**config.mk**
```make
export PLATFORM = sky130hd
export DESIGN_NAME = command_frame_deframer
export DESIGN_NICKNAME = d
export VERILOG_FILES = /design/src/hw/rtl/cmdfd_pkg.sv /design/src/hw/rtl/cmdfd_parser.sv /design/src/hw/rtl/cmdfd_queue.sv /design/src/hw/rtl/cmdfd_format.sv /design/src/hw/rtl/command_frame_deframer.sv
export SDC_FILE = /design/constraint.sdc
export NUM_CORES = 1
export LEC_CHECK = 0
export ABC_AREA = 0
export BUFFER_PORTS_ARGS = -buffer_cell sky130_fd_sc_hd__buf_2
export CAP_MARGIN = 15
export CORE_ASPECT_RATIO = 1.1
export CORE_MARGIN = 2
export CORE_UTILIZATION = 50
export DETAILED_ROUTE_END_ITERATION = 12
export PLACE_DENSITY_LB_ADDON = 0.1
export SLEW_MARGIN = 20
export SYNTH_ARGS = -nofsm -noshare
export SYNTH_HDL_FRONTEND = slang
export SYNTH_HIERARCHICAL = 1
export SYNTH_SLANG_ARGS = --single-unit
```
**constraint.sdc**
```tcl
create_clock -name clock -period 6 [get_ports clock]
set_input_delay 0.6 -clock clock [delete_from_list [all_inputs] [get_ports clock]]
set_output_delay 0.6 -clock clock [all_outputs]
set_load 0.02 [all_outputs]
```
**src/hw/rtl/cmdfd_pkg.sv**
```systemverilog
// Shared types and constants of the command frame deframer.
package cmdfd_pkg;

   localparam int QUEUE_DEPTH = 4;
   localparam int MAX_LIMIT = 240;

   typedef enum logic [1:0] {
      CSR_HEADER_PATTERN = 2'd0,
      CSR_TAIL_PATTERN   = 2'd1,
      CSR_MAX_PAYLOAD    = 2'd2,
      CSR_UNUSED         = 2'd3
   } csr_index_type;

   typedef enum logic [1:0] {
      STATUS_OK         = 2'd0,
      STATUS_CHECKSUM   = 2'd1,
      STATUS_TAIL       = 2'd2,
      STATUS_BAD_LENGTH = 2'd3
   } status_type;

   typedef struct packed {
      logic        enable;
      logic [1:0]  index;
      logic [31:0] data;
   } csr_write_type;

   typedef struct packed {
      logic        is_end;
      status_type  status;
      logic [7:0]  command;
      logic [7:0]  data_byte;
      logic [7:0]  index;
      logic [7:0]  count;
   } record_type;

endpackage

```
**src/hw/rtl/cmdfd_parser.sv**
```systemverilog
// Front end: byte-at-a-time frame parser that classifies bytes into result records.
module cmdfd_parser #(
   parameter int HEADER_BYTES = 4,
   parameter int TAIL_BYTES = 2
) (
   input  logic                   clock,
   input  logic                   reset,
   input  cmdfd_pkg::csr_write_type csr,
   input  logic                   in_push,
   input  logic [7:0]             in_byte,
   input  logic                   queue_full,
   output logic                   rec_push,
   output cmdfd_pkg::record_type  rec
);
   import cmdfd_pkg::*;

   typedef enum logic [7:0] {
      PHASE_HUNT   = 8'b0000_0001,
      PHASE_LEN_LO = 8'b0000_0010,
      PHASE_LEN_HI = 8'b0000_0100,
      PHASE_CMD    = 8'b0000_1000,
      PHASE_DATA   = 8'b0001_0000,
      PHASE_SUM_LO = 8'b0010_0000,
      PHASE_SUM_HI = 8'b0100_0000,
      PHASE_TAIL   = 8'b1000_0000
   } phase_type;

   logic [31:0] header_ff, header_in;
   logic [15:0] tail_pattern_ff, tail_pattern_in;
   logic [7:0]  max_payload_ff, max_payload_in;

   phase_type   phase_ff, phase_in;
   logic [2:0]  matched_ff, matched_in;
   logic [7:0]  len_lo_ff, len_lo_in;
   logic [7:0]  total_ff, total_in;
   logic [7:0]  remaining_ff, remaining_in;
   logic [15:0] sum_ff, sum_in;
   logic [7:0]  command_ff, command_in;
   logic [15:0] rx_sum_ff, rx_sum_in;
   logic        tail_ok_ff, tail_ok_in;
   logic        tail_count_ff, tail_count_in;

   logic        accept;
   logic [7:0]  limit;
   logic [15:0] frame_length;
   logic [16:0] data_wide;
   logic [2:0]  hunt_next;
   logic [7:0]  tail_want;
   logic        tail_good;
   logic        tail_last;

   assign accept = in_push && !queue_full;
   assign limit = (max_payload_ff > 8'(MAX_LIMIT)) ? 8'(MAX_LIMIT) : max_payload_ff;
   assign frame_length = {in_byte, len_lo_ff};
   assign data_wide = {1'b0, frame_length} - 17'd3;
   assign tail_want = tail_count_ff ? tail_pattern_ff[15:8] : tail_pattern_ff[7:0];
   assign tail_last = (TAIL_BYTES == 1) || tail_count_ff;

   always_comb begin
      if (in_byte == header_ff[8 * matched_ff[1:0] +: 8]) begin
         hunt_next = matched_ff + 3'd1;
      end else if (in_byte == header_ff[7:0]) begin
         hunt_next = 3'd1;
      end else begin
         hunt_next = 3'd0;
      end
   end

   always_comb begin
      header_in = header_ff;
      tail_pattern_in = tail_pattern_ff;
      max_payload_in = max_payload_ff;
      if (csr.enable) begin
         case (csr.index)
            CSR_HEADER_PATTERN: header_in = csr.data;
            CSR_TAIL_PATTERN:   tail_pattern_in = csr.data[15:0];
            CSR_MAX_PAYLOAD:    max_payload_in = csr.data[7:0];
            default: ;
         endcase
      end
   end

   always_comb begin
      phase_in = phase_ff;
      matched_in = matched_ff;
      len_lo_in = len_lo_ff;
      total_in = total_ff;
      remaining_in = remaining_ff;
      sum_in = sum_ff;
      command_in = command_ff;
      rx_sum_in = rx_sum_ff;
      tail_ok_in = tail_ok_ff;
      tail_count_in = tail_count_ff;
      tail_good = 1'b0;
      rec_push = 1'b0;
      rec.is_end = 1'b0;
      rec.status = STATUS_OK;
      rec.command = command_ff;
      rec.data_byte = in_byte;
      rec.index = total_ff - remaining_ff;
      rec.count = total_ff;
      if (accept) begin
         case (phase_ff)
            PHASE_HUNT: begin
               if (hunt_next >= 3'(HEADER_BYTES)) begin
                  matched_in = 3'd0;
                  phase_in = PHASE_LEN_LO;
               end else begin
                  matched_in = hunt_next;
               end
            end
            PHASE_LEN_LO: begin
               len_lo_in = in_byte;
               sum_in = {8'd0, in_byte};
               phase_in = PHASE_LEN_HI;
            end
            PHASE_LEN_HI: begin
               sum_in = sum_ff + {8'd0, in_byte};
               if (frame_length < 16'd3 || data_wide > {9'd0, limit}) begin
                  phase_in = PHASE_HUNT;
                  matched_in = 3'd0;
                  rec_push = 1'b1;
                  rec.is_end = 1'b1;
                  rec.status = STATUS_BAD_LENGTH;
               end else begin
                  total_in = data_wide[7:0];
                  remaining_in = data_wide[7:0];
                  phase_in = PHASE_CMD;
               end
            end
            PHASE_CMD: begin
               command_in = in_byte;
               sum_in = sum_ff + {8'd0, in_byte};
               phase_in = (remaining_ff != 8'd0) ? PHASE_DATA : PHASE_SUM_LO;
            end
            PHASE_DATA: begin
               sum_in = sum_ff + {8'd0, in_byte};
               remaining_in = remaining_ff - 8'd1;
               if (remaining_ff == 8'd1) begin
                  phase_in = PHASE_SUM_LO;
               end
               rec_push = 1'b1;
            end
            PHASE_SUM_LO: begin
               rx_sum_in = {8'd0, in_byte};
               phase_in = PHASE_SUM_HI;
            end
            PHASE_SUM_HI: begin
               rx_sum_in = {in_byte, rx_sum_ff[7:0]};
               phase_in = PHASE_TAIL;
               tail_ok_in = 1'b0;
               tail_count_in = 1'b0;
            end
            PHASE_TAIL: begin
               if (!tail_count_ff) begin
                  tail_good = (in_byte == tail_want);
                  tail_ok_in = tail_good;
               end else begin
                  tail_good = tail_ok_ff && (in_byte == tail_want);
               end
               if (tail_last) begin
                  tail_count_in = 1'b0;
                  phase_in = PHASE_HUNT;
                  matched_in = 3'd0;
                  rec_push = 1'b1;
                  rec.is_end = 1'b1;
                  if (!tail_good) begin
                     rec.status = STATUS_TAIL;
                  end else if (sum_ff != rx_sum_ff) begin
                     rec.status = STATUS_CHECKSUM;
                  end else begin
                     rec.status = STATUS_OK;
                  end
               end else begin
                  tail_count_in = 1'b1;
               end
            end
            default: begin
               phase_in = PHASE_HUNT;
               matched_in = 3'd0;
            end
         endcase
      end
   end

   always_ff @(posedge clock) begin
      if (reset) begin
         header_ff <= '0;
         tail_pattern_ff <= '0;
         max_payload_ff <= 8'(MAX_LIMIT);
         phase_ff <= PHASE_HUNT;
         matched_ff <= '0;
         len_lo_ff <= '0;
         total_ff <= '0;
         remaining_ff <= '0;
         sum_ff <= '0;
         command_ff <= '0;
         rx_sum_ff <= '0;
         tail_ok_ff <= 1'b0;
         tail_count_ff <= 1'b0;
      end else begin
         header_ff <= header_in;
         tail_pattern_ff <= tail_pattern_in;
         max_payload_ff <= max_payload_in;
         phase_ff <= phase_in;
         matched_ff <= matched_in;
         len_lo_ff <= len_lo_in;
         total_ff <= total_in;
         remaining_ff <= remaining_in;
         sum_ff <= sum_in;
         command_ff <= command_in;
         rx_sum_ff <= rx_sum_in;
         tail_ok_ff <= tail_ok_in;
         tail_count_ff <= tail_count_in;
      end
   end

   a_end_returns_to_hunt: assert property (@(posedge clock) disable iff (reset)
      rec_push && rec.is_end |=> phase_ff == PHASE_HUNT)
      else $error("end record pushed without returning to the header hunt");

   a_data_has_bytes_due: assert property (@(posedge clock) disable iff (reset)
      phase_ff == PHASE_DATA |-> remaining_ff != 8'd0)
      else $error("data phase entered with no data bytes due");

   a_index_within_count: assert property (@(posedge clock) disable iff (reset)
      rec_push && !rec.is_end |-> rec.index < rec.count)
      else $error("payload index beyond the frame data count");

   a_matched_below_header: assert property (@(posedge clock) disable iff (reset)
      matched_ff < 3'(HEADER_BYTES))
      else $error("header match count reached the header length");

endmodule

```
**src/hw/rtl/cmdfd_queue.sv**
```systemverilog
// Short record queue between the parser front end and the result back end.
module cmdfd_queue (
   input  logic                  clock,
   input  logic                  reset,
   input  logic                  push,
   input  cmdfd_pkg::record_type push_rec,
   output logic                  full,
   input  logic                  pop,
   output logic                  empty,
   output cmdfd_pkg::record_type head_rec
);
   import cmdfd_pkg::*;

   localparam int PTR_BITS = $clog2(QUEUE_DEPTH);
   localparam int CNT_BITS = $clog2(QUEUE_DEPTH + 1);

   record_type           mem [QUEUE_DEPTH];
   logic [PTR_BITS-1:0]  wr_ptr_ff, wr_ptr_in;
   logic [PTR_BITS-1:0]  rd_ptr_ff, rd_ptr_in;
   logic [CNT_BITS-1:0]  count_ff, count_in;
   logic                 do_push;
   logic                 do_pop;

   assign full = (count_ff == CNT_BITS'(QUEUE_DEPTH));
   assign empty = (count_ff == '0);
   assign do_push = push && !full;
   assign do_pop = pop && !empty;
   assign head_rec = mem[rd_ptr_ff];

   always_comb begin
      wr_ptr_in = wr_ptr_ff;
      rd_ptr_in = rd_ptr_ff;
      count_in = count_ff;
      if (do_push) begin
         wr_ptr_in = (wr_ptr_ff == PTR_BITS'(QUEUE_DEPTH - 1)) ? '0 : wr_ptr_ff + 1'b1;
      end
      if (do_pop) begin
         rd_ptr_in = (rd_ptr_ff == PTR_BITS'(QUEUE_DEPTH - 1)) ? '0 : rd_ptr_ff + 1'b1;
      end
      if (do_push && !do_pop) begin
         count_in = count_ff + 1'b1;
      end else if (do_pop && !do_push) begin
         count_in = count_ff - 1'b1;
      end
   end

   always_ff @(posedge clock) begin
      if (do_push) begin
         mem[wr_ptr_ff] <= push_rec;
      end
   end

   always_ff @(posedge clock) begin
      if (reset) begin
         wr_ptr_ff <= '0;
         rd_ptr_ff <= '0;
         count_ff <= '0;
      end else begin
         wr_ptr_ff <= wr_ptr_in;
         rd_ptr_ff <= rd_ptr_in;
         count_ff <= count_in;
      end
   end

   a_count_bounded: assert property (@(posedge clock) disable iff (reset)
      count_ff <= CNT_BITS'(QUEUE_DEPTH))
      else $error("queue occupancy above its depth");

   a_push_only_with_room: assert property (@(posedge clock) disable iff (reset)
      push |-> !full)
      else $error("request pushed into a full queue");

   a_pop_alone_drains: assert property (@(posedge clock) disable iff (reset)
      do_pop && !do_push |=> count_ff == $past(count_ff) - 1'b1)
      else $error("queue occupancy did not fall after a pop");

endmodule

```
**src/hw/rtl/cmdfd_format.sv**
```systemverilog
// Back end: turns the oldest queued record into the result fields.
module cmdfd_format (
   input  cmdfd_pkg::record_type rec,
   output logic [7:0]            command_code,
   output logic [7:0]            payload_byte,
   output logic [7:0]            payload_index,
   output logic [7:0]            data_count,
   output logic                  is_end,
   output logic [1:0]            frame_status
);
   import cmdfd_pkg::*;

   logic bad_length;

   assign bad_length = rec.is_end && (rec.status == STATUS_BAD_LENGTH);
   assign is_end = rec.is_end;
   assign frame_status = rec.is_end ? rec.status : STATUS_OK;
   assign command_code = bad_length ? 8'd0 : rec.command;
   assign data_count = bad_length ? 8'd0 : rec.count;
   assign payload_byte = rec.is_end ? 8'd0 : rec.data_byte;
   assign payload_index = rec.is_end ? 8'd0 : rec.index;

endmodule

```
**src/hw/rtl/command_frame_deframer.sv**
```systemverilog
// Top level of the command frame deframer: parser, record queue and result formatter.
// The deframer takes one received byte per clock while req_full is low and gives
// at most one result per byte: a data result for every payload byte and one end
// result with the frame status after the last tail byte, or at once on a bad length.
// Results pass through a four-entry queue, so bytes are taken while earlier results
// wait to be popped; req_full rises only while that queue holds four waiting results.
// A result can be popped in the cycle after the byte that caused it is taken.
// Configuration writes take effect at the next clock edge and are meant for when no frame is in progress.
module command_frame_deframer #(
   parameter int HEADER_BYTES = 4,
   parameter int TAIL_BYTES = 2
) (
   input  logic        clock,
   input  logic        reset,
   input  logic        req_push,
   output logic        req_full,
   input  logic [7:0]  req_rx_byte,
   output logic        rsp_empty,
   input  logic        rsp_pop,
   output logic [7:0]  rsp_command_code,
   output logic [7:0]  rsp_payload_byte,
   output logic [7:0]  rsp_payload_index,
   output logic [7:0]  rsp_data_count,
   output logic        rsp_is_end,
   output logic [1:0]  rsp_frame_status,
   input  logic        csr_write_enable,
   input  logic [1:0]  csr_index,
   input  logic [31:0] csr_write_data
);
   import cmdfd_pkg::*;

   csr_write_type csr;
   record_type    push_rec;
   record_type    head_rec;
   logic          rec_push;

   assign csr.enable = csr_write_enable;
   assign csr.index = csr_index;
   assign csr.data = csr_write_data;

   cmdfd_parser #(
      .HEADER_BYTES(HEADER_BYTES),
      .TAIL_BYTES(TAIL_BYTES)
   ) u_parser (
      .clock(clock),
      .reset(reset),
      .csr(csr),
      .in_push(req_push),
      .in_byte(req_rx_byte),
      .queue_full(req_full),
      .rec_push(rec_push),
      .rec(push_rec)
   );

   cmdfd_queue u_queue (
      .clock(clock),
      .reset(reset),
      .push(rec_push),
      .push_rec(push_rec),
      .full(req_full),
      .pop(rsp_pop),
      .empty(rsp_empty),
      .head_rec(head_rec)
   );

   cmdfd_format u_format (
      .rec(head_rec),
      .command_code(rsp_command_code),
      .payload_byte(rsp_payload_byte),
      .payload_index(rsp_payload_index),
      .data_count(rsp_data_count),
      .is_end(rsp_is_end),
      .frame_status(rsp_frame_status)
   );

endmodule

```
# Yosys cells after proc, flatten, opt, wreduce, memory -nomap -nowiden
# Memory sizes are Yosys's and may differ from the RTL's. A register that Yosys moved wholly into a read port is not among the register bits.
# Cells that the tools add are included.
# word_totals
inputBits	47
memories	1
out_inout_bits	37
wordCells	144
ff_bits	140
ramBits	140
# op_classes
magnitude_cmp	4
bitwise	3
n_addsub	9
n_mux	48
n_shift	1
n_reduce_logical	36
eq_ne	25
# memory_table
memory	words	word_bits	rd	rd_ports_with_merged_regs	write_ports	line_no	source
u_queue.mem	4	35	1	1	1	cmdfd_queue.sv:17	record_type mem [QUEUE_DEPTH];
# ops
cell	count
$mux 8	10
$pmux 16 s2	2
$pmux 8 s8	1
$shiftx 32x6->8	1
$mux 3	9
$eq 8x8->1	3
$gt 17x8->1	1
$sub 16x2->17 const B	1
$add 16x8->16	1
$eq 8x1->1 const B	2
$lt 16x2->1 const B	1
$ne 16x16->1	1
$pmux 8 s2	1
$reduce_and 2->1	8
$mux 1	12
$mux 2	6
$pmux 3 s4	1
$reduce_and 3->1	4
$reduce_bool 2->1	5
$eq 2x2->1 const B	4
$eq 8x2->1 const B	1
$eq 8x3->1 const B	1
$eq 8x4->1 const B	1
$eq 8x5->1 const B	1
other kinds (29)	48

# Depth between registers and ports, before layout
# Gate-level depths: netlist (run 1).
# depth
word_depth	12
mapped_depth	20
depth_no_buf	20

# Modules after synthesis
# Netlist (run 1), hierarchy kept.
# by_module_without_submodules
mod	cells_each	seq_area_each_um2	area_per_inst_um2	n_inst
cmdfd_parser	879	2662.6	7347.0	1
cmdfd_queue	233	4384.2	5536.6	1
cmdfd_format	38	0.0	281.5	1

# Least setup slack after synthesis (run 1)
# No wires, ideal clock.
# synth_timing
kind	register to register
from	register u_parser.len_lo_ff[0]
to	register u_queue.count_ff[2]
required_time_ps	5930
slack_ps	1677
synth_period_minus_slack_ps	4323
stages_incl_launch_ff	20
t_arrival_ps	4252
n_path_buf	0
setup_ps	70
cell_sequence	dfxtp_1 > ha_1 > or3_1 > nor3_1 > xor2_1 > ha_1 > nand4_1 > o21ai_0 > o221a_2 > nor2_1 > o21a_1 > o21bai_1 > inv_1 > nor2_2 > ha_1 > inv_1 > fa_1 > xor2_1 > or3_2 > a21oi_1
# synth_between
elab_chain_cells	10
word_cells_on_any_way	13
cone_classes	add/sub (1); order compare (2); mux (4); reduce/logical (6)
# synth_lines
element	line_no	source
start: declaration	cmdfd_parser.sv:34	logic [7:0] len_lo_ff, len_lo_in;
start signal: assignment	cmdfd_parser.sv:207	len_lo_ff <= len_lo_in;
$sub 16x2->17 (*)	cmdfd_parser.sv:55	assign data_wide = {1'b0, frame_length} - 17'd3;
via u_parser.data_wide[6]	cmdfd_parser.sv:46	logic [16:0] data_wide;
$gt 17x8->1 (*)	cmdfd_parser.sv:119	if (frame_length < 16'd3 || data_wide > {9'd0, limit}) begin
$logic_or 1x1->1 (*)	cmdfd_parser.sv:119	
$mux 1 (*)	cmdfd_parser.sv:119	
$pmux 1 s3 (*)	cmdfd_parser.sv:103	case (phase_ff)
$mux 1 (*)	cmdfd_parser.sv:102	if (accept) begin
via rec_push	command_frame_deframer.sv:35	logic rec_push;
$logic_and 1x1->1 (*)	cmdfd_queue.sv:26	assign do_push = push && !full;
via u_queue.do_push	cmdfd_queue.sv:21	logic do_push;
$logic_not 1->1	cmdfd_queue.sv:42	end else if (do_pop && !do_push) begin
$logic_and 1x1->1	cmdfd_queue.sv:42	
$reduce_bool 2->1 (no line)	-	
end signal: assignment	cmdfd_queue.sv:61	count_ff <= count_in;
end: declaration	cmdfd_queue.sv:20	logic [CNT_BITS-1:0] count_ff, count_in;
# The timed path passes the listed nets; every way through them passes the cells marked *.
# A chain may end at the register's enable or synchronous reset.

# Worst setup path in the final report (run 1)
# Same ends and word-level chain as after synthesis.

==> results of run 1 <==
layout by cell type, fill, tap and decap left out, types with 12 or more instances in the layout:
cell type,synthesis,layout
xnor2_1,37,37
nor2b_1,16,16
and2_1,12,12
xor2_1,34,34
edfxtp_1,140,140
nand4_1,13,13
buf_2,13,82
dfxtp_1,142,141
nand2_1,152,152
clkbuf_16,0,29
inv_1,27,27
nor2_1,85,85
o21ai_0,32,32
a21oi_1,89,89
mux4_2,43,43
mux2i_1,45,45
nand3_1,13,13
ha_1,33,33
path summary, 6_finish.rpt:
path                               start                      to  cells past startpoint
setup / recovery   u_parser/len_lo_ff[0]     u_queue/count_ff[2]                     19
hold / removal        csr_write_data[27]  u_parser/header_ff[27]                      3
setup reg to reg   u_parser/len_lo_ff[0]     u_queue/count_ff[2]                     19
hold reg to reg   u_parser/header_ff[22]  u_parser/header_ff[22]                      2
sequential cells by signal, summed over array words and instances, names as in the netlist, named ones only:
name and flops:
u_parser/total_ff 8, u_queue/wr_ptr_ff 2, u_parser/remaining_ff 8, u_queue/count_ff 3
u_parser/phase_ff 8, u_parser/rx_sum_ff 16, u_queue/mem 140, u_parser/tail_pattern_ff 16
u_parser/matched_ff 3, u_queue/rd_ptr_ff 2, u_parser/max_payload_ff 8, u_parser/tail_count_ff 1
u_parser/len_lo_ff 8, u_parser/header_ff 32, u_parser/tail_ok_ff 1, u_parser/sum_ff 16
u_parser/command_ff 8
per-stage QoR:
step | power [W] | std cells
after global routing | 0.00460 | 1569
after floorplan | 0.00262 | 1150
after global placement | 0.00277 | 1517
after detailed placement | 0.00278 | 1517
after CTS | 0.00448 | 1569
final | 0.00442 | 1569
power breakdown:
group          leakage [nW]  switching [W]  internal (W)
sequential             2.48      0.0000632       0.00204
combinational          2.53       0.000346      0.000275
clock                 0.438       0.000708      0.000987
total                  5.45        0.00112       0.00330
area by class of cell:
class,count,area (µm²)
fillers,2252,11400
flip-flops and latches,282,7050
well taps,352,440
repair buffers,88,455
clock buffers,42,826
clock inverters,10,70.1
inverters,28,110
multi-input cells,767,5620
metal layers:
layer	routed length, µm	track usage
met1	12700	0.273
met2	13900	0.363
met4	468	0.0466
met3	1170	0.0246
met5	12	0
cells by family after synthesis:
| family | after synthesis | share of synthesized area |
|---|---|---|
| multiplexers | 88 | 0.108 |
| buffers and inverters | 101 | 0.0381 |
| XOR/XNOR | 71 | 0.0472 |
| flip-flops | 282 | 0.535 |
| AO/OA/AOI/OAI | 186 | 0.0858 |
| AND/OR/NAND/NOR | 386 | 0.150 |
| adder cells (fa/ha/maj) | 36 | 0.0359 |
critical path: stages (launching register included):
cell and delay (ps):
dfxtp_1 400, ha_1 270, or3_1 400, nor3_1 200, xor2_1 310, ha_1 330, nand4_1 110, o21ai_0 170
o221a_2 360, nor2_1 240, o21a_1 250, o21bai_1 280, inv_1 140, nor2_2 180, ha_1 210, inv_1 60
fa_1 370, xor2_1 170, or3_2 410, a21oi_1 140
==> results.py, run 1 <==
metrics = {
    "detailed_routing": {
        "vias": 8593,
        "finalWirelength_um": 28200,
        "drtIter0Drc": 497,
        "vias_per_cell": 5.48,
        "wl_per_cell_um": 18.0,
        "drt_pass1_iterations": 5,
        "drcViolationCount": 0,
        "ant_nets": 0,
    },
    "die": {
        "rows": 62,
        "die_area_mm2": 0.0276,
        "start_util": 0.507,
        "die_h_um": 174,
        "coreArea_mm2": 0.0260,
        "ios": 84,
        "die_w_um": 159,
    },
    "placement": {
        "numPortBuffers": 83,
        "place.gp.congestion": 0.812,
        "dp_hpwl_um": 18700,
        "place_area_mm2": 0.0137,
        "pre_cts_ws_ps": 1050,
    },
    "clock_tree": {
        "cts-root-buf": "clkbuf_16",
        "cts.repair.resized": 0,
        "clkSinkCount": 282,
        "numCtsBuffers": 28,
        "path_clk_slew_ps": 60,
        "cts_setup_buffers": 0,
        "hold_buffers": 0,
        "clockBufferDepth": 3,
        "clock_latency_ps": 540,
        "cts_max_level": 1,
        "cts_tree": "built",
    },
    "grt": {
        "antenna_found_initial": 1,
        "grt-ovfl-total": 0,
        "grt_max_degree": 78,
        "first_global_vias": 8446,
        "grt_pass1_wl_um": 45500,
        "grt_usage": 0.206,
    },
    "timing": {
        "maxSlewHeadroom": 0.323,
        "slew_viol_final": 0,
        "fin_hold_ws_ps": 298,
        "max_freq_mhz": 197,
        "rsz0062_at_grt": "no",
        "hold_viol_final": 0,
        "fin_crit_ps": 5070,
        "skew_ps": 10.9,
        "worstMarginPinSlew_ps": 1010,
        "final.period_utilization": 0.845,
        "setup_violations": 0,
        "timing.final.ws_setup_ps": 928,
        "final.setup.tns_ps": 0,
    },
    "worst_setup_path": {
        "start_kind": "flip-flop",
        "critical_path_class": "flip-flop to flip-flop",
        "arrival_ps": 5530,
        "critical_path_required_ps": 6460,
        "cp-end-kind": "flip-flop",
        "reg2reg_slack_ps": 930,
        "crit_path_max_fanout": 9,
    },
    "yosys": {
        "synthTopCellsByCount": "152 x nand2_1, 142 x dfxtp_1, 140 x edfxtp_1",
        "ys.flop_type": "dfxtp_1",
        "yosysTopAreaCell": "edfxtp_1",
        "synth_edf_count": 140,
        "yosysMostFrequentCell": "nand2_1",
        "ys_async_sr_fraction": 0,
        "synthCells": 1150,
        "synth-seq-area-share": 0.535,
        "synth_area_leaders": "edfxtp_1 32%, dfxtp_1 22%, mux4_2 7.4%, nand2_1 4.3%, mux2i_1 3.4%",
        "syn_area_mm2": 0.0132,
        "ys_ff_latch": 282,
        "avgSynthCellArea_um2": 11.4,
        "synth_nets": 1233,
        "yosys_warnings": 6,
        "ys_types": 78,
        "yosysTopAreaCellShare": 0.319,
    },
    "power_and_ir_drop": {
        "ir_drop_mv": 0.220,
        "p_leak_nw": 5.45,
        "power_density_mw_per_mm2": 303,
    },
    "cells_and_area": {
        "final_core_util": 0.561,
        "drive_above_1_share": 0.181,
        "final_cell_area_mm2": 0.0146,
        "nNetsFinal": 1278,
        "syn_to_final_growth_pct": 10.7,
        "n_antenna_cell": 0,
    },
    "worst_hold_path": {
        "hp-class": "input port to flip-flop",
    },
    "outcome": {
        "run_status": "finished, final reports clean",
    },
    "flow_run": {
        "drv_cap": 0,
    },
}
Note: power is estimated with default switching activity, not from simulation.
==> run 2: changes to the inputs <==
--- a/config.mk
+++ b/config.mk
@@ -5,7 +5,7 @@
 export SDC_FILE = /design/constraint.sdc
 export NUM_CORES = 1
 export LEC_CHECK = 0
-export ABC_AREA = 0
+export ABC_AREA = 1
 export BUFFER_PORTS_ARGS = -buffer_cell sky130_fd_sc_hd__buf_2
 export CAP_MARGIN = 15
 export CORE_ASPECT_RATIO = 1.1
==> constraint.sdc (replaced) <==
create_clock -name clock -period 5.23 [get_ports clock]
set_input_delay 0.523 -clock clock [delete_from_list [all_inputs] [get_ports clock]]
set_output_delay 0.523 -clock clock [all_outputs]
set_load 0.02 [all_outputs]
==> run 2 against run 1 <==
Compared with the run above: cell count up 30%; maximum frequency up 24%; sequential power up 21%; largest cell class unchanged.
==> results.py, run 2 <==
metrics = {
    "outcome": {
        "run_status": "finished, final reports clean",
    },
    "yosys": {
        "ys_types": 42,
        "synthTopCellsByCount": "282 x nand2_1, 266 x nor2_1, 157 x inv_1",
        "ys_async_sr_fraction": 0,
        "synth_edf_count": 140,
        "yosysMostFrequentCell": "nand2_1",
        "syn_area_mm2": 0.0135,
        "ys.flop_type": "dfxtp_1",
        "yosys_warnings": 6,
        "ys_ff_latch": 282,
        "yosysTopAreaCell": "edfxtp_1",
        "synth-seq-area-share": 0.522,
        "synth_nets": 1683,
        "yosysTopAreaCellShare": 0.312,
        "synth_area_leaders": "edfxtp_1 31%, dfxtp_1 21%, nand2_1 7.8%, nor2_1 7.4%, o21ai_0 5.5%",
        "synthCells": 1600,
        "avgSynthCellArea_um2": 8.43,
    },
    "clock_tree": {
        "clock_latency_ps": 540,
        "cts_max_level": 1,
        "cts_setup_buffers": 0,
        "clkSinkCount": 282,
        "numCtsBuffers": 29,
        "cts.repair.resized": 0,
        "cts_tree": "built",
        "clockBufferDepth": 3,
        "cts-root-buf": "clkbuf_16",
        "path_clk_slew_ps": 60,
        "hold_buffers": 0,
    },
    "power_and_ir_drop": {
        "total_power_w": 0.00667,
        "ir_drop_mv": 0.248,
        "power_density_mw_per_mm2": 447,
        "p_leak_nw": 6.28,
    },
    "die": {
        "die_h_um": 176,
        "rows": 63,
        "start_util": 0.505,
        "ios": 84,
        "die_area_mm2": 0.0283,
        "die_w_um": 161,
        "coreArea_mm2": 0.0267,
    },
    "worst_setup_path": {
        "arrival_ps": 4510,
        "crit_path_max_fanout": 18,
        "critPathMaxStageDelay_ps": 400,
        "critical_path_required_ps": 5660,
        "cp-end-kind": "flip-flop",
        "worstPathCellList": "ha_1 > nor2_1 > nand3_1 > o21ai_0 > ha_1 > a21oi_1 > nand2_1 > nand2_1 > nand2_1 > nand2_1 > nand2_1 > nand2_2 > a31oi_1 > nand2_1 > inv_1 > ha_1 > inv_1 > fa_1 > o21ai_0 > nor2_1",
        "start_kind": "flip-flop",
        "critical_path_buf_inv_count": 2,
        "reg2reg_slack_ps": 1150,
        "critPathMostFrequentCell": "nand2_1",
        "critical_path_class": "flip-flop to flip-flop",
        "slowest_stage": "fa_1",
        "crit_family": "simple AND/OR/NAND/NOR gates",
    },
    "detailed_routing": {
        "dr.max_layer_used": "met4",
        "drtIter0Drc": 800,
        "drcViolationCount": 0,
        "ant_nets": 0,
        "vias": 10696,
        "wl_met3_um": 1630,
        "finalWirelength_um": 32600,
        "drt_pass1_iterations": 5,
        "wl_per_cell_um": 16.0,
        "vias_per_cell": 5.26,
        "wl_met1_um": 14300,
        "wl_met2_um": 15800,
    },
    "timing": {
        "setup_violations": 0,
        "maxSlewHeadroom": 0.320,
        "worstMarginPinSlew_ps": 1020,
        "skew_ps": 14.4,
        "hold_viol_final": 0,
        "fin_crit_ps": 4080,
        "rsz0062_at_grt": "no",
        "max_freq_mhz": 245,
        "timing.final.ws_setup_ps": 1150,
        "final.period_utilization": 0.780,
        "slew_viol_final": 0,
        "final.setup.tns_ps": 0,
    },
    "cells_and_area": {
        "n_antenna_cell": 0,
        "largest-register": "u_queue/mem",
        "syn_to_final_growth_pct": 10.7,
        "layout_common_cells": "282 x nand2_1, 261 x nor2_1, 157 x inv_1, 149 x o21ai_0, 141 x dfxtp_1",
        "final_cell_area_mm2": 0.0149,
        "final_core_util": 0.559,
        "final_common_cell": "nand2_1",
        "drive_above_1_share": 0.103,
        "nNetsFinal": 1736,
        "top_regs": "u_queue/mem (140), u_parser/header_ff (32)",
        "largest_reg_flops": 140,
        "n_fill_cell": 2523,
    },
    "placement": {
        "place.gp.congestion": 0.874,
        "dp_hpwl_um": 22200,
        "pre_cts_ws_ps": 1140,
        "numPortBuffers": 83,
        "place_area_mm2": 0.0141,
    },
    "grt": {
        "grt_max_degree": 71,
        "antenna_found_initial": 0,
        "first_global_vias": 10098,
        "grt_pass1_wl_um": 52400,
        "grt_usage": 0.230,
        "grt-ovfl-total": 0,
    },
    "flow_run": {
        "drv_cap": 0,
    },
    "worst_hold_path": {
        "hp-class": "input port to flip-flop",
    },
}
==> run 2: area by class of cell <==
type | instances | area [µm²] | share of cell area
sequential | 282 | 7050 | 0.472
multi-input combinational | 1073 | 5400 | 0.362
clock buffer | 36 | 752 | 0.0504
inverter | 171 | 652 | 0.0437
timing repair buffer | 96 | 513 | 0.0344
tap | 357 | 447 | 0.0299
clock inverter | 18 | 115 | 0.00771
==> run 2: stage by stage <==
| stage | hold slack [ps] | instances |
|---|---|---|
| global placement | 444 | 1979 |
| floorplan | 431 | 1600 |
| finish | 198 | 2033 |
| CTS | 182 | 2033 |
| global route | 195 | 2033 |
| detailed placement | 441 | 1979 |
==> run 2: kinds of logic after synthesis <==
| kind of cell | synth area share |
|---|---|
| AND/OR/NAND/NOR | 0.208 |
| AO/OA/AOI/OAI | 0.125 |
| flip-flops | 0.522 |
| buffers and inverters | 0.0801 |
| XOR/XNOR | 0.0299 |
| adder cells (fa/ha/maj) | 0.0351 |
==> run 2: final timing paths <==
path	cells past startpoint	end	from
worst max-delay path	20	u_queue/count_ff[1]	u_parser/len_lo_ff[0]
worst min-delay path	3	u_parser/header_ff[25]	csr_write_data[25]
worst max register to register	20	u_queue/count_ff[1]	u_parser/len_lo_ff[0]
worst min register to register	2	u_parser/matched_ff[2]	u_parser/matched_ff[2]
==> run 2: power by group <==
| part | switching, W | internal, W | total (W) | leakage, nW |
|---|---|---|---|---|
| registers | 0.0000975 | 0.00245 | 0.00255 | 2.40 |
| clock network | 0.000831 | 0.00106 | 0.00190 | 0.411 |
| logic | 0.00155 | 0.000681 | 0.00223 | 3.46 |
| total | 0.00248 | 0.00419 | 0.00667 | 6.28 |
==> run 2: worst reg2reg max path, stage by stage (launching register included) <==
cell     delay (ps)
dfxtp_1         350
ha_1            230
nor2_1          180
nand3_1         140
o21ai_0         380
ha_1            320
a21oi_1         150
nand2_1          70
nand2_1          50
nand2_1          40
nand2_1         110
nand2_1          80
nand2_2         260
a31oi_1         180
nand2_1         390
inv_1            90
ha_1            230
inv_1            80
fa_1            400
o21ai_0         160
nor2_1           50
==> run 2: routing by layer <==
layer	track usage	vias to the layer above
li1	-	5402
met1	0.295	4948
met2	0.406	292
met3	0.0263	54
met4	0.0732	0
met5	0	-
==> run 3: changes to the inputs <==
==> constraint.sdc (replaced) <==
create_clock -name clock -period 3.9 [get_ports clock]
set_input_delay 0.39 -clock clock [delete_from_list [all_inputs] [get_ports clock]]
set_output_delay 0.39 -clock clock [all_outputs]
set_load 0.02 [all_outputs]
==> run 3 against run 2 <==
Compared with the run above: global-route usage increased by 0.33 points; count of clock-buffer cells in the layout is 6 higher; combinational power up 33%; total power increased by 36%; sequential cell count did not move; sequential power rose by 35%; largest cell class unchanged; hold slack worse by 140 ps; die area unchanged; critical path type unchanged; first-iteration DRC count down 16%; utilization up 0.79 points.
==> results.py, run 3 (same netlist as run 2, synthesis figures left out) <==
metrics = {
    "clock_tree": {
        "cts.repair.resized": 0,
        "cts-root-buf": "clkbuf_16",
        "hold_buffers": 0,
        "clock_latency_ps": 550,
        "path_clk_slew_ps": 60,
        "clkSinkCount": 282,
        "numCtsBuffers": 29,
        "cts_tree": "built",
        "clockBufferDepth": 3,
        "cts_setup_buffers": 0,
        "cts_max_level": 1,
    },
    "worst_setup_path": {
        "slowest_stage": "fa_1",
        "worstSetupEndpoint": "u_queue/count_ff[2]",
        "critPathMostFrequentCell": "nand2_1",
        "critPathMaxStageDelay_ps": 380,
        "startpoint": "u_parser/len_lo_ff[0]",
        "arrival_ps": 3960,
        "crit_path_max_fanout": 5,
        "worst_r2r_endpoint": "u_queue/count_ff[2]",
        "start_kind": "flip-flop",
        "reg2reg_slack_ps": 380,
        "cp-end-kind": "flip-flop",
        "critical_path_required_ps": 4340,
        "critical_path_class": "flip-flop to flip-flop",
        "rr_worst_depth": 27,
        "r2r_start": "u_parser/len_lo_ff[0]",
    },
    "flow_run": {
        "drv_cap": 0,
    },
    "worst_hold_path": {
        "hold_depth": 3,
        "hold_start": "csr_write_data[22]",
        "hp-class": "input port to flip-flop",
    },
    "grt": {
        "antenna_found_initial": 0,
        "grt_usage": 0.233,
        "grt_max_degree": 71,
        "grt_pass1_wl_um": 53200,
        "grt-ovfl-total": 0,
        "first_global_vias": 10274,
    },
    "detailed_routing": {
        "drtIter0Drc": 674,
        "drt_pass1_iterations": 5,
        "vias_per_cell": 5.25,
        "drcViolationCount": 0,
        "vias": 10761,
        "finalWirelength_um": 32900,
        "wl_per_cell_um": 16.0,
        "ant_nets": 0,
    },
    "timing": {
        "fin_crit_ps": 3520,
        "skew_ps": 15.5,
        "hold_viol_final": 0,
        "slew_viol_final": 0,
        "fin_hold_ws_ps": 59.1,
        "rsz0062_at_grt": "no",
        "maxSlewHeadroom": 0.423,
        "setup_violations": 0,
        "worstMarginPinSlew_ps": 863,
        "timing.final.ws_setup_ps": 381,
        "max_freq_mhz": 284,
        "final.period_utilization": 0.902,
    },
    "placement": {
        "place_area_mm2": 0.0142,
        "pre_cts_ws_ps": 385,
        "numPortBuffers": 83,
        "dp_hpwl_um": 22400,
        "place.gp.congestion": 0.897,
    },
    "cells_and_area": {
        "syn_to_final_growth_pct": 12.3,
        "regArea_mm2": 0.00705,
        "top_regs": "u_queue/mem (140), u_parser/header_ff (32)",
        "layout_common_cells": "282 x nand2_1, 262 x nor2_1, 157 x inv_1, 149 x o21ai_0, 141 x dfxtp_1",
        "largest_reg_flops": 140,
        "n_antenna_cell": 0,
        "final_common_cell": "nand2_1",
        "largest-register": "u_queue/mem",
        "nNetsFinal": 1752,
        "final_cell_area_mm2": 0.0151,
        "final_core_util": 0.567,
        "multi_input_area_mm2": 0.00541,
        "n_fill_cell": 2480,
        "drive_above_1_share": 0.111,
    },
    "power_and_ir_drop": {
        "p_leak_nw": 6.39,
        "ir_drop_mv": 0.353,
        "power_density_mw_per_mm2": 598,
        "total_power_w": 0.00905,
    },
    "die": {
        "die_w_um": 161,
        "start_util": 0.505,
        "coreArea_mm2": 0.0267,
        "die_h_um": 176,
        "rows": 63,
        "die_area_mm2": 0.0283,
        "ios": 84,
    },
    "outcome": {
        "run_status": "finished, final reports clean",
    },
}
run 3: cell types whose count changed in the layout (fill, tap and decap cells not counted), sizes merged:
cell	before	now
buf	96	112
bufinv	1	2
clkbuf	36	42
clkinv	16	12
clkinvlp	4	1
run 3: worst min-delay path by stage:
stage | slack, ps | endpoint
floorplan | 430 | u_parser/matched_ff[2]
global placement | 440 | u_parser/matched_ff[2]
detailed placement | 440 | u_parser/matched_ff[2]
CTS | 40 | u_parser/header_ff[22]
global route | 50 | u_parser/header_ff[22]
finish | 60 | u_parser/header_ff[22]
run 3: per-layer routing:
| metal | track usage | wire (µm) | up-vias |
|---|---|---|---|
| li1 | - | - | 5440 |
| met1 | 0.298 | 14500 | 5013 |
| met2 | 0.423 | 16300 | 270 |
| met3 | 0.0268 | 1550 | 38 |
| met4 | 0.0563 | 524 | 0 |
| met5 | 0 | 0 | - |
run 3: cell type report:
| type | instances | area share |
|---|---|---|
| well taps | 357 | 0.0295 |
| flip-flops and latches | 282 | 0.465 |
| repair buffers | 112 | 0.0451 |
| clock buffers | 42 | 0.0525 |
| inverters | 171 | 0.0431 |
| clock inverters | 12 | 0.00719 |
| multi-input cells | 1073 | 0.357 |
run 3: critical path: cells and delay by family, from the launching register on:
kind / cells / cell delay [ps]
simple gates: 16 / 1270
fa+ha+maj: 4 / 1140
flops: 1 / 350
compound gates: 2 / 350
buf+inv: 5 / 300
run 3: power by group:
group	internal (W)	switching [W]
logic	0.000932	0.00204
clock network	0.00154	0.00110
registers	0.00328	0.000158
total	0.00575	0.00330
run 3: through the flow:
step,instances,setup TNS (ps)
floorplan,1600,-63200
CTS,2049,0
global route,2049,0
global placement,1995,0
detailed placement,1995,0
finish,2049,0
